==> src/rtl/binary_to_decimal_ascii_assert.svh <==
// assertion macros for the binary to decimal ascii converter
// included by the top level, no other dependencies
`ifndef BINARY_TO_DECIMAL_ASCII_ASSERT_SVH
`define BINARY_TO_DECIMAL_ASCII_ASSERT_SVH

// same-cycle implication, checked while out of reset
`define B2DA_ASSERT_IMPL(label, clk, rst_n, ante, cons) \
    label: assert property (@(posedge clk) disable iff (!(rst_n)) (ante) |-> (cons)) \
        else $error("b2da implication check failed");

// next-cycle implication, checked while out of reset
`define B2DA_ASSERT_NEXT(label, clk, rst_n, ante, cons) \
    label: assert property (@(posedge clk) disable iff (!(rst_n)) (ante) |=> (cons)) \
        else $error("b2da next-cycle check failed");

`endif

==> src/rtl/b2da_pkg.sv <==
// shared types, constants and the microcode rom of the binary to decimal converter
// no dependencies
`default_nettype none

package b2da_pkg;

    localparam int VALUE_BITS_DEF = 64;
    localparam int DATA_W         = 64;
    localparam int CHAR_W         = 6;
    localparam int TOTAL_W        = 5;
    localparam int M_DATA_W       = 16;

    localparam logic [CHAR_W-1:0] ASCII_ZERO = 6'd48;

    // which handshake a step waits for
    typedef enum logic [1:0] {
        GATE_ALWAYS = 2'd0,
        GATE_IN     = 2'd1,
        GATE_OUT    = 2'd2
    } gate_t;

    // datapath operation of a step
    typedef enum logic [1:0] {
        OP_LOAD   = 2'd0,
        OP_DABBLE = 2'd1,
        OP_TRIM   = 2'd2,
        OP_EMIT   = 2'd3
    } op_t;

    // jump condition, taken to the target step, else fall through
    typedef enum logic [1:0] {
        COND_NEVER       = 2'd0,
        COND_BITS_LEFT   = 2'd1,
        COND_LEAD_ZERO   = 2'd2,
        COND_DIGITS_LEFT = 2'd3
    } cond_t;

    typedef logic [1:0] step_t;

    localparam step_t STEP_LOAD   = 2'd0;
    localparam step_t STEP_DABBLE = 2'd1;
    localparam step_t STEP_TRIM   = 2'd2;
    localparam step_t STEP_EMIT   = 2'd3;
    localparam int    STEPS       = 4;

    typedef struct packed {
        gate_t gate;
        op_t   op;
        cond_t cond;
        step_t target;
    } uword_t;

    // the program: load, shift-add-3 per bit, drop leading zeros, emit digits
    localparam uword_t UCODE [STEPS] = '{
        '{gate: GATE_IN,     op: OP_LOAD,   cond: COND_NEVER,       target: STEP_LOAD},
        '{gate: GATE_ALWAYS, op: OP_DABBLE, cond: COND_BITS_LEFT,   target: STEP_DABBLE},
        '{gate: GATE_ALWAYS, op: OP_TRIM,   cond: COND_LEAD_ZERO,   target: STEP_TRIM},
        '{gate: GATE_OUT,    op: OP_EMIT,   cond: COND_DIGITS_LEFT, target: STEP_EMIT}
    };

endpackage

`default_nettype wire

==> src/rtl/binary_to_decimal_ascii.sv <==
// binary to decimal ascii converter: one value in, its decimal digits out msd first
// steps: load, a one-bit-per-cycle shift-add-3 loop, a one-digit-per-cycle trim loop and a
//   one-digit-per-cycle emit loop that holds while the result channel stalls; a new value is
//   taken only after the last digit of the previous one has been emitted
// reset: synchronous active-low aresetn clears the step counter and the output valid
// uses b2da_pkg and binary_to_decimal_ascii_assert.svh
`default_nettype none

module binary_to_decimal_ascii #(
    parameter int VALUE_BITS = b2da_pkg::VALUE_BITS_DEF
) (
    input  wire logic                          aclk,
    input  wire logic                          aresetn,
    // input channel
    input  wire logic                          s_tvalid,
    output logic                               s_tready,
    input  wire logic [b2da_pkg::DATA_W-1:0]   s_tdata,   // [63:0] value
    // result channel
    output logic                               m_tvalid,
    input  wire logic                          m_tready,
    output logic [b2da_pkg::M_DATA_W-1:0]      m_tdata,   // [5:0] digit_char, [10:6] digit_total
    output logic                               m_tlast    // last_digit
);

    // decimal digits of 2^VALUE_BITS - 1, log10(2) ~ 0.30103
    localparam int DIGITS = (VALUE_BITS * 30103) / 100000 + 1;
    localparam int BCD_W  = 4 * DIGITS;
    localparam int BIT_CW = $clog2(VALUE_BITS + 1);
    localparam int DIG_CW = $clog2(DIGITS + 1);
    localparam int TW     = b2da_pkg::TOTAL_W;
    localparam int CW     = b2da_pkg::CHAR_W;

    // sequencer state
    b2da_pkg::step_t  pc_reg, pc_next;
    b2da_pkg::uword_t uw;

    // datapath registers
    logic [VALUE_BITS-1:0] val_reg, val_next;       // binary value being shifted out
    logic [BCD_W-1:0]      bcd_reg, bcd_next;       // packed bcd digits, msd at top
    logic [BIT_CW-1:0]     bit_cnt_reg, bit_cnt_next;
    logic [DIG_CW-1:0]     total_reg, total_next;   // digit count after trimming
    logic [DIG_CW-1:0]     rem_reg, rem_next;       // digits still to emit

    // output register, parts the sequencer from the result channel
    logic                  out_valid_reg, out_valid_next;
    logic [CW-1:0]         out_char_reg, out_char_next;
    logic [TW-1:0]         out_total_reg, out_total_next;
    logic                  out_last_reg, out_last_next;

    logic [BCD_W-1:0]      bcd_adj;
    logic [3:0]            top_digit;
    logic                  lead_zero;
    logic                  slot_free;
    logic                  gate_ok;
    logic                  cond_ok;

    // current control word straight from the rom
    assign uw = b2da_pkg::UCODE[pc_reg];

    assign top_digit = bcd_reg[BCD_W-1 -: 4];
    // a leading zero may be dropped while more than one digit remains
    assign lead_zero = (top_digit == 4'd0) && (total_reg != DIG_CW'(1));
    // result slot is free when empty or being taken this cycle
    assign slot_free = !out_valid_reg || m_tready;

    // add 3 to every bcd digit of 5 or more before the shift
    always_comb begin
        logic [3:0] dig;
        dig = 4'd0;
        for (int i = 0; i < DIGITS; i++) begin
            dig = bcd_reg[4*i +: 4];
            bcd_adj[4*i +: 4] = (dig >= 4'd5) ? dig + 4'd3 : dig;
        end
    end

    // gate select: which handshake lets the step proceed
    always_comb begin
        unique case (uw.gate)
            b2da_pkg::GATE_ALWAYS: gate_ok = 1'b1;
            b2da_pkg::GATE_IN:     gate_ok = s_tvalid;
            b2da_pkg::GATE_OUT:    gate_ok = slot_free;
            default:               gate_ok = 1'b0;
        endcase
    end

    // jump condition select
    always_comb begin
        unique case (uw.cond)
            b2da_pkg::COND_NEVER:       cond_ok = 1'b0;
            b2da_pkg::COND_BITS_LEFT:   cond_ok = (bit_cnt_reg != BIT_CW'(1));
            b2da_pkg::COND_LEAD_ZERO:   cond_ok = lead_zero;
            b2da_pkg::COND_DIGITS_LEFT: cond_ok = (rem_reg != DIG_CW'(1));
            default:                    cond_ok = 1'b0;
        endcase
    end

    // datapath and step counter next values
    always_comb begin
        pc_next        = pc_reg;
        val_next       = val_reg;
        bcd_next       = bcd_reg;
        bit_cnt_next   = bit_cnt_reg;
        total_next     = total_reg;
        rem_next       = rem_reg;
        out_valid_next = out_valid_reg && !m_tready;
        out_char_next  = out_char_reg;
        out_total_next = out_total_reg;
        out_last_next  = out_last_reg;

        if (gate_ok) begin
            unique case (uw.op)
                b2da_pkg::OP_LOAD: begin
                    val_next     = s_tdata[VALUE_BITS-1:0];
                    bcd_next     = '0;
                    bit_cnt_next = BIT_CW'(VALUE_BITS);
                    total_next   = DIG_CW'(DIGITS);
                    rem_next     = DIG_CW'(DIGITS);
                end
                b2da_pkg::OP_DABBLE: begin
                    // shift the next binary msb into the corrected bcd word
                    bcd_next     = {bcd_adj[BCD_W-2:0], val_reg[VALUE_BITS-1]};
                    val_next     = {val_reg[VALUE_BITS-2:0], 1'b0};
                    bit_cnt_next = bit_cnt_reg - BIT_CW'(1);
                end
                b2da_pkg::OP_TRIM: begin
                    if (lead_zero) begin
                        bcd_next   = {bcd_reg[BCD_W-5:0], 4'd0};
                        total_next = total_reg - DIG_CW'(1);
                        rem_next   = rem_reg - DIG_CW'(1);
                    end
                end
                b2da_pkg::OP_EMIT: begin
                    out_valid_next = 1'b1;
                    out_char_next  = b2da_pkg::ASCII_ZERO + CW'(top_digit);
                    out_total_next = TW'(total_reg);
                    out_last_next  = (rem_reg == DIG_CW'(1));
                    bcd_next       = {bcd_reg[BCD_W-5:0], 4'd0};
                    rem_next       = rem_reg - DIG_CW'(1);
                end
                default: begin
                    bcd_next = bcd_reg;
                end
            endcase
            // taken jump goes to the target, else fall through (emit wraps to load)
            pc_next = cond_ok ? uw.target : pc_reg + b2da_pkg::step_t'(1);
        end
    end

    // control registers
    always_ff @(posedge aclk) begin
        if (!aresetn) begin
            pc_reg        <= b2da_pkg::STEP_LOAD;
            out_valid_reg <= 1'b0;
        end else begin
            pc_reg        <= pc_next;
            out_valid_reg <= out_valid_next;
        end
    end

    // payload registers, no reset needed
    always_ff @(posedge aclk) begin
        val_reg       <= val_next;
        bcd_reg       <= bcd_next;
        bit_cnt_reg   <= bit_cnt_next;
        total_reg     <= total_next;
        rem_reg       <= rem_next;
        out_char_reg  <= out_char_next;
        out_total_reg <= out_total_next;
        out_last_reg  <= out_last_next;
    end

    // input transaction only on the load step
    assign s_tready = (uw.gate == b2da_pkg::GATE_IN);

    assign m_tvalid = out_valid_reg;
    assign m_tdata  = {{(b2da_pkg::M_DATA_W - CW - TW){1'b0}}, out_total_reg, out_char_reg};
    assign m_tlast  = out_last_reg;

    // checks on the sequencer and the bcd datapath
`include "binary_to_decimal_ascii_assert.svh"

    // every bcd digit handed to the output is a decimal digit
    `B2DA_ASSERT_IMPL(a_emit_digit_range, aclk, aresetn,
        (uw.op == b2da_pkg::OP_EMIT), (top_digit <= 4'd9))

    // the first digit of a multi-digit run is never a zero
    `B2DA_ASSERT_IMPL(a_no_leading_zero, aclk, aresetn,
        (uw.op == b2da_pkg::OP_EMIT) && (rem_reg == total_reg) && (total_reg != DIG_CW'(1)),
        (top_digit != 4'd0))

    // the shift loop never runs with an exhausted bit count
    `B2DA_ASSERT_IMPL(a_dabble_count, aclk, aresetn,
        (uw.op == b2da_pkg::OP_DABBLE), (bit_cnt_reg != '0))

    // a final digit sends the sequencer back to the load step
    `B2DA_ASSERT_NEXT(a_last_returns, aclk, aresetn,
        (uw.op == b2da_pkg::OP_EMIT) && slot_free && (rem_reg == DIG_CW'(1)),
        (pc_reg == b2da_pkg::STEP_LOAD))

endmodule

`default_nettype wire

==> config.mk <==
export PLATFORM = sky130hd
export DESIGN_NAME = binary_to_decimal_ascii
export DESIGN_NICKNAME = d
export VERILOG_FILES = /design/src/rtl/b2da_pkg.sv /design/src/rtl/binary_to_decimal_ascii.sv
export VERILOG_INCLUDE_DIRS = /design/src /design/src/rtl
export SDC_FILE = /design/constraint.sdc
export NUM_CORES = 1
export LEC_CHECK = 0
export BUFFER_PORTS_ARGS = -buffer_cell sky130_fd_sc_hd__clkbuf_2
export CAP_MARGIN = 20
export CORE_UTILIZATION = 50
export CTS_CLUSTER_SIZE = 28
export DETAILED_ROUTE_END_ITERATION = 8
export GPL_TIMING_DRIVEN = 0
export PLACE_DENSITY = 0.71
export SLEW_MARGIN = 20
export SYNTH_ARGS = -nofsm -noshare
export SYNTH_HDL_FRONTEND = slang
export SYNTH_SLANG_ARGS = --single-unit
==> constraint.sdc <==
create_clock -name aclk -period 6.5 [get_ports aclk]
set_clock_uncertainty 0.1 [all_clocks]
set_input_delay 0.65 -clock aclk [delete_from_list [all_inputs] [get_ports aclk]]
set_output_delay 0.65 -clock aclk [all_outputs]
set_load 0.02 [all_outputs]
---- Yosys cells after proc, flatten, opt, wreduce, memory -nomap -nowiden ----
Cells that the tools add are included.
W data, S select, Z words.
word-level totals
  bits in registers ....................... 176
  logic and storage cells ................. 123
operators by class
  add/sub/neg operators ................... 25
  magnitude comparators ................... 21
  eq/ne operators ......................... 13
  mux-type cells .......................... 36
  bitwise operators ....................... 1
  reduce and logical (&&, ||, !) cells .... 17
operators with widths
  operator               count
  $pmux W80 S4           1
  $pmux W64 S2           1
  $ge A4 B3 Y1 const B   20
  $mux W80               1
  $add A4 B2 Y4 const B  19
  $mux W4                19
  $bmux W8 S2            1
  $mux W8                2
  $pmux W5 S3            1
  $pmux W7 S2            1
  $eq A2 B2 Y1 const B   5
  $mux W5                2
  $ne A5 B1 Y1 const B   2
  $pmux W5 S2            1
  $sub A5 B1 Y5 const B  2
  $ne A7 B1 Y1 const B   1
  $sub A7 B1 Y7 const B  1
  $add A5 B5 Y6 const A  1
  $eq A2 B1 Y1 const B   3
  $logic_not A2 Y1       3
  $reduce_and A2 Y1      3
  $reduce_and A3 Y1      2
  $eq A5 B1 Y1 const B   1
  $logic_not A4 Y1       1
  other kinds (15)       19

---- Longest topological paths before layout ----
  depth in word-level cells ............... 7
  depth in mapped cells ................... 9
  depth with buffers taken out ............ 7

---- Worst setup path before layout ----
OpenSTA, ideal clock, no wires.
  path kind ............................... register to register
  from .................................... register pc_reg[0]
  to ...................................... register bit_cnt_reg[0], enable pin
  data arrival time ....................... 4.168 ns
  required time ........................... 5.900 ns
  setup slack ............................. 1.732 ns
  cell stages (with the launch flop) ...... 8
  path buffers ............................ 1
  cell sequence ........................... dfxtp_1 > inv_1 > ha_1 > buf_2 > a21oi_1 > o21ai_0 > nand2_1 > nor2_1
between the ends
  cells in the longest elaborated chain, start to end .. 7
  elaborated cells on any way between the ends .. 12
  classes of those cells .................. eq/ne (3); mux (4); bitwise (1); reduce/logical (4)
ends and longest elaborated chain
  what                                        RTL line                        RTL
  from (decl)                                 binary_to_decimal_ascii.sv:34   b2da_pkg::step_t pc_reg, pc_next;
  from (signal assigned)                      binary_to_decimal_ascii.sv:152  pc_reg <= b2da_pkg::STEP_LOAD;
  from (signal assigned)                      binary_to_decimal_ascii.sv:155  pc_reg <= pc_next;
  $not A2 Y3 (not written as such)            binary_to_decimal_ascii.sv:58   assign uw = b2da_pkg::UCODE[pc_reg];
  $bmux W8 S2                                 binary_to_decimal_ascii.sv:58
  $mux W8 (not written as such) (2 in a row)  binary_to_decimal_ascii.sv:58
  $eq A2 B1 Y1                                --
  net s_tready                                binary_to_decimal_ascii.sv:16   output logic s_tready,
  $pmux W1 S3                                 binary_to_decimal_ascii.sv:78   unique case (uw.gate)
  $reduce_and A2 Y1 (no line)                 --
  to (signal assigned)                        binary_to_decimal_ascii.sv:164  bit_cnt_reg <= bit_cnt_next;
  to (decl)                                   binary_to_decimal_ascii.sv:40   logic [BIT_CW-1:0] bit_cnt_reg, bit_cnt_next;
The timed path passes the listed nets, and every way through them passes these cells. The select of a mux whose other input is x is not followed.
A chain may end at the register's enable or synchronous reset.

---- Worst setup path in the final report ----
  from .................................... register pc_reg[1]
  to ...................................... register val_reg[50], enable pin
between the ends
  cells in the longest elaborated chain, start to end .. 7
  elaborated cells on any way between the ends .. 12
  classes of those cells .................. eq/ne (3); mux (4); bitwise (1); reduce/logical (4)
ends and longest elaborated chain
  what                                                      RTL line                        RTL
  $not A2 Y3 (not written as such) (*)                      binary_to_decimal_ascii.sv:58
  $bmux W8 S2 (*)                                           binary_to_decimal_ascii.sv:58
  $mux W8 (not written as such) (*) (2 in a row)            binary_to_decimal_ascii.sv:58
  $eq A2 B2 Y1 (tied with other cells)                      binary_to_decimal_ascii.sv:78
  $pmux W1 S3 / $reduce_bool A2 Y1 (equally long branches)  --
  $reduce_and A2 Y1 (no line) (*)                           --
  to (signal assigned)                                      binary_to_decimal_ascii.sv:162  val_reg <= val_next;
  to (decl)                                                 binary_to_decimal_ascii.sv:38   logic [VALUE_BITS-1:0] val_reg, val_next;
Every way passes the cells marked *; elsewhere a longest branch is shown, timed or not. The select of a mux whose other input is x is not followed.

==> reports/metrics.csv <==
metric;value;unit
synth_edf_count;171;
finalCritPeriodShare;0.442;
final_nets;1059;
max-cap-violations;0;
place_congestion;0.798;
grt_overflow_total;0;
clk_pin_slew;0.07;ns
gr-usage-all-layers;0.194;
die_y;140;um
num_antenna_cells;0;
worstSetupPathType;reg -> reg;
end_kind;register;
synth_cells;832;
fillers;1534;
fp.dieArea;0.0196;mm^2
p_per_area;571;mW/mm^2
cts_sinks;174;
ir_drop;0.282;mV
fmax;348;MHz
hold_end;out_char_reg[1]$_DFFE_PP_;
routedWlPerCell;15.1;um
slew_viol_final;0;
cts_resized;0;
hpwl;12.4;mm
drive_gt1_frac;0.212;
tightest_slew;0.881;ns
yosysSeqAreaShare;0.547;
insertion_delay;0.43;ns
syn_area;0.00950;mm^2
die_x;140;um
reg2reg_depth;8;
hp-class;reg -> reg;
holdBufCountCts;0;
r2r_start;pc_reg[1]$_SDFFE_PN0P_;
core_area;0.0186;mm^2
r2r-end;val_reg[50]$_DFFE_PP_;
grt_pass1_vias;6221;
required;6.53;ns
synth-main-ff-cell;edfxtp_1;
grt_first_pass_wirelength;30.1;mm
max-slew-margin-rel;0.411;
drcViolationCount;0;
vias;6364;
ys_ff_latch;174;
async_reset_ff_frac;0;
cts_max_path_buffers;2;
min_path_cells;0;
status;finished clean;
dr.pass1.iters;5;
min_period;2.87;ns
worstHoldStart;bcd_reg[77]$_SDFFCE_PN0P_;
row_count;50;
initial_core_util;0.510;
ant_nets;0;
critPathMaxFanout;26;
antenna_found_initial;0;
rsz0062_at_grt;false;
finalSetupViolations;0;
cts_buffers;17;
reg2reg_slack;3.63;ns
vias_per_cell;5.37;
hold_violations;0;
yosys_warnings;0;
cts_setup_buffers;0;
ys_types;37;
boundaryPins;87;
htree_levels;4;
io_buffers;79;
syn_to_final_growth;14.6;%
grt_start_max_net_pins;56;
avgSynthCellArea;11.4;um^2
crit_path_start_kind;register;
finish.utilization;0.584;
routed_wl;17.9;mm
root_buffer;clkbuf_16;
setup_tns;0;ns
largest_reg_flops;80;
cts_tree;yes;
drt_iter0_markers;356;
p_leak;4.24;nW
critPathArrivalTime;2.91;ns
-- layer usage --
layer  vias up  global-route usage  wire, um
met3        16              0.0540       952
met1      3056               0.256      8390
li1       3158                   -         -
met4         0              0.0648       197
met2       134               0.307      8360
met5         -                   0         0
-- critical path, cell delays in order (launching register included) --
cell	delay, ns
dfxtp_1	0.36
inv_1	0.11
ha_1	0.14
clkbuf_1	0.25
clkbuf_1	0.44
nor2_1	0.16
nor2_4	0.51
buf_12	0.27
buf_16	0.20
-- Yosys cell counts (2+ instances only) --
library cell | number | area [um^2]
inv_1 | 53 | 199
a22oi_1 | 42 | 315
buf_1 | 5 | 18.8
conb_1 | 2 | 7.51
and2_1 | 5 | 31.3
nor2b_1 | 6 | 37.5
nand2_1 | 102 | 383
mux2i_1 | 4 | 40.0
and3_1 | 3 | 18.8
dfxtp_1 | 3 | 60.1
mux2_2 | 63 | 709
buf_4 | 7 | 52.6
o211ai_1 | 17 | 128
nor2_1 | 99 | 372
xor2_1 | 6 | 52.6
a32oi_1 | 17 | 149
clkbuf_1 | 21 | 78.8
ha_1 | 53 | 663
o21ai_0 | 23 | 115
nor3_1 | 3 | 15.0
a21oi_1 | 26 | 130
a21o_1 | 17 | 128
edfxtp_1 | 171 | 5130
nand2b_1 | 22 | 138
buf_2 | 10 | 50.1
xnor2_1 | 41 | 359
-- stage by stage --
stage                     power [W]  area (um^2)  std cells  hold slack (ns)  setup WS (ns)
after global placement      0.00507        10200       1150            0.347          0.166
after global routing        0.00668        10900       1185            0.378           3.42
after floorplan             0.00447         9520        837            0.326           1.73
final                       0.00622        10900       1185            0.367           3.63
after CTS                   0.00626        10900       1185            0.377           3.59
after detailed placement    0.00521        10300       1153            0.363           3.61
-- layout make-up --
type | instances | area [um^2] | area share
repair buffers | 82 | 470 | 0.0432
multi-input cells | 567 | 3930 | 0.361
plain buffers | 43 | 200 | 0.0184
clock buffers | 17 | 425 | 0.0391
inverters | 53 | 201 | 0.0185
clock inverters | 15 | 166 | 0.0153
well taps | 234 | 293 | 0.0269
flip-flops and latches | 174 | 5190 | 0.477
-- power by group --
part | total, W | leakage (nW) | internal, W | switching (W)
combinational | 0.00267 | 2.24 | 0.00103 | 0.00164
sequential | 0.00252 | 1.71 | 0.00213 | 0.000389
clock | 0.00103 | 0.289 | 0.000550 | 0.000481
-- worst max-delay path by stage --
stage | startpoint | cells after the start | to | slack (ns)
global placement | pc_reg[1]$_SDFFE_PN0P_ | 6 | val_reg[47]$_DFFE_PP_ | 0.17
detailed placement | pc_reg[1]$_SDFFE_PN0P_ | 8 | val_reg[47]$_DFFE_PP_ | 3.61
CTS | pc_reg[1]$_SDFFE_PN0P_ | 8 | val_reg[59]$_DFFE_PP_ | 3.59
floorplan | pc_reg[0]$_SDFFE_PN0P_ | 7 | bit_cnt_reg[0]$_SDFFCE_PN0P_ | 1.73
global route | pc_reg[1]$_SDFFE_PN0P_ | 8 | val_reg[56]$_DFFE_PP_ | 3.42
finish | pc_reg[1]$_SDFFE_PN0P_ | 8 | val_reg[50]$_DFFE_PP_ | 3.63
-- logic make-up after synthesis --
family,after synthesis,synth area share
other,2,0.000790
adder cells (fa/ha/maj),53,0.0698
AND/OR/NAND/NOR,247,0.113
XOR/XNOR,47,0.0433
buffers and inverters,96,0.0420
multiplexers,67,0.0789
flip-flops,174,0.547
AO/OA/AOI/OAI,146,0.106
-- cells in the final DEF, fill, tap and decap left out, types with 4 or more instances in the layout --
master,instances
nand2b_1,22
edfxtp_1,171
xnor2_1,41
a32oi_1,17
a22oi_1,42
o21ai_0,23
mux2i_1,4
nand2_1,102
a21oi_1,26
clkbuf_1,21
buf_2,10
buf_4,7
conb_1,7
o211ai_1,17
and2_1,5
nor2b_1,6
ha_1,53
xor2_1,6
nor2_1,98
mux2_2,63
buf_1,5
inv_1,52
inv_6,8
clkbuf_2,79
a21o_1,17
clkbuf_16,17
No activity file was read; power rests on OpenSTA's default activity.
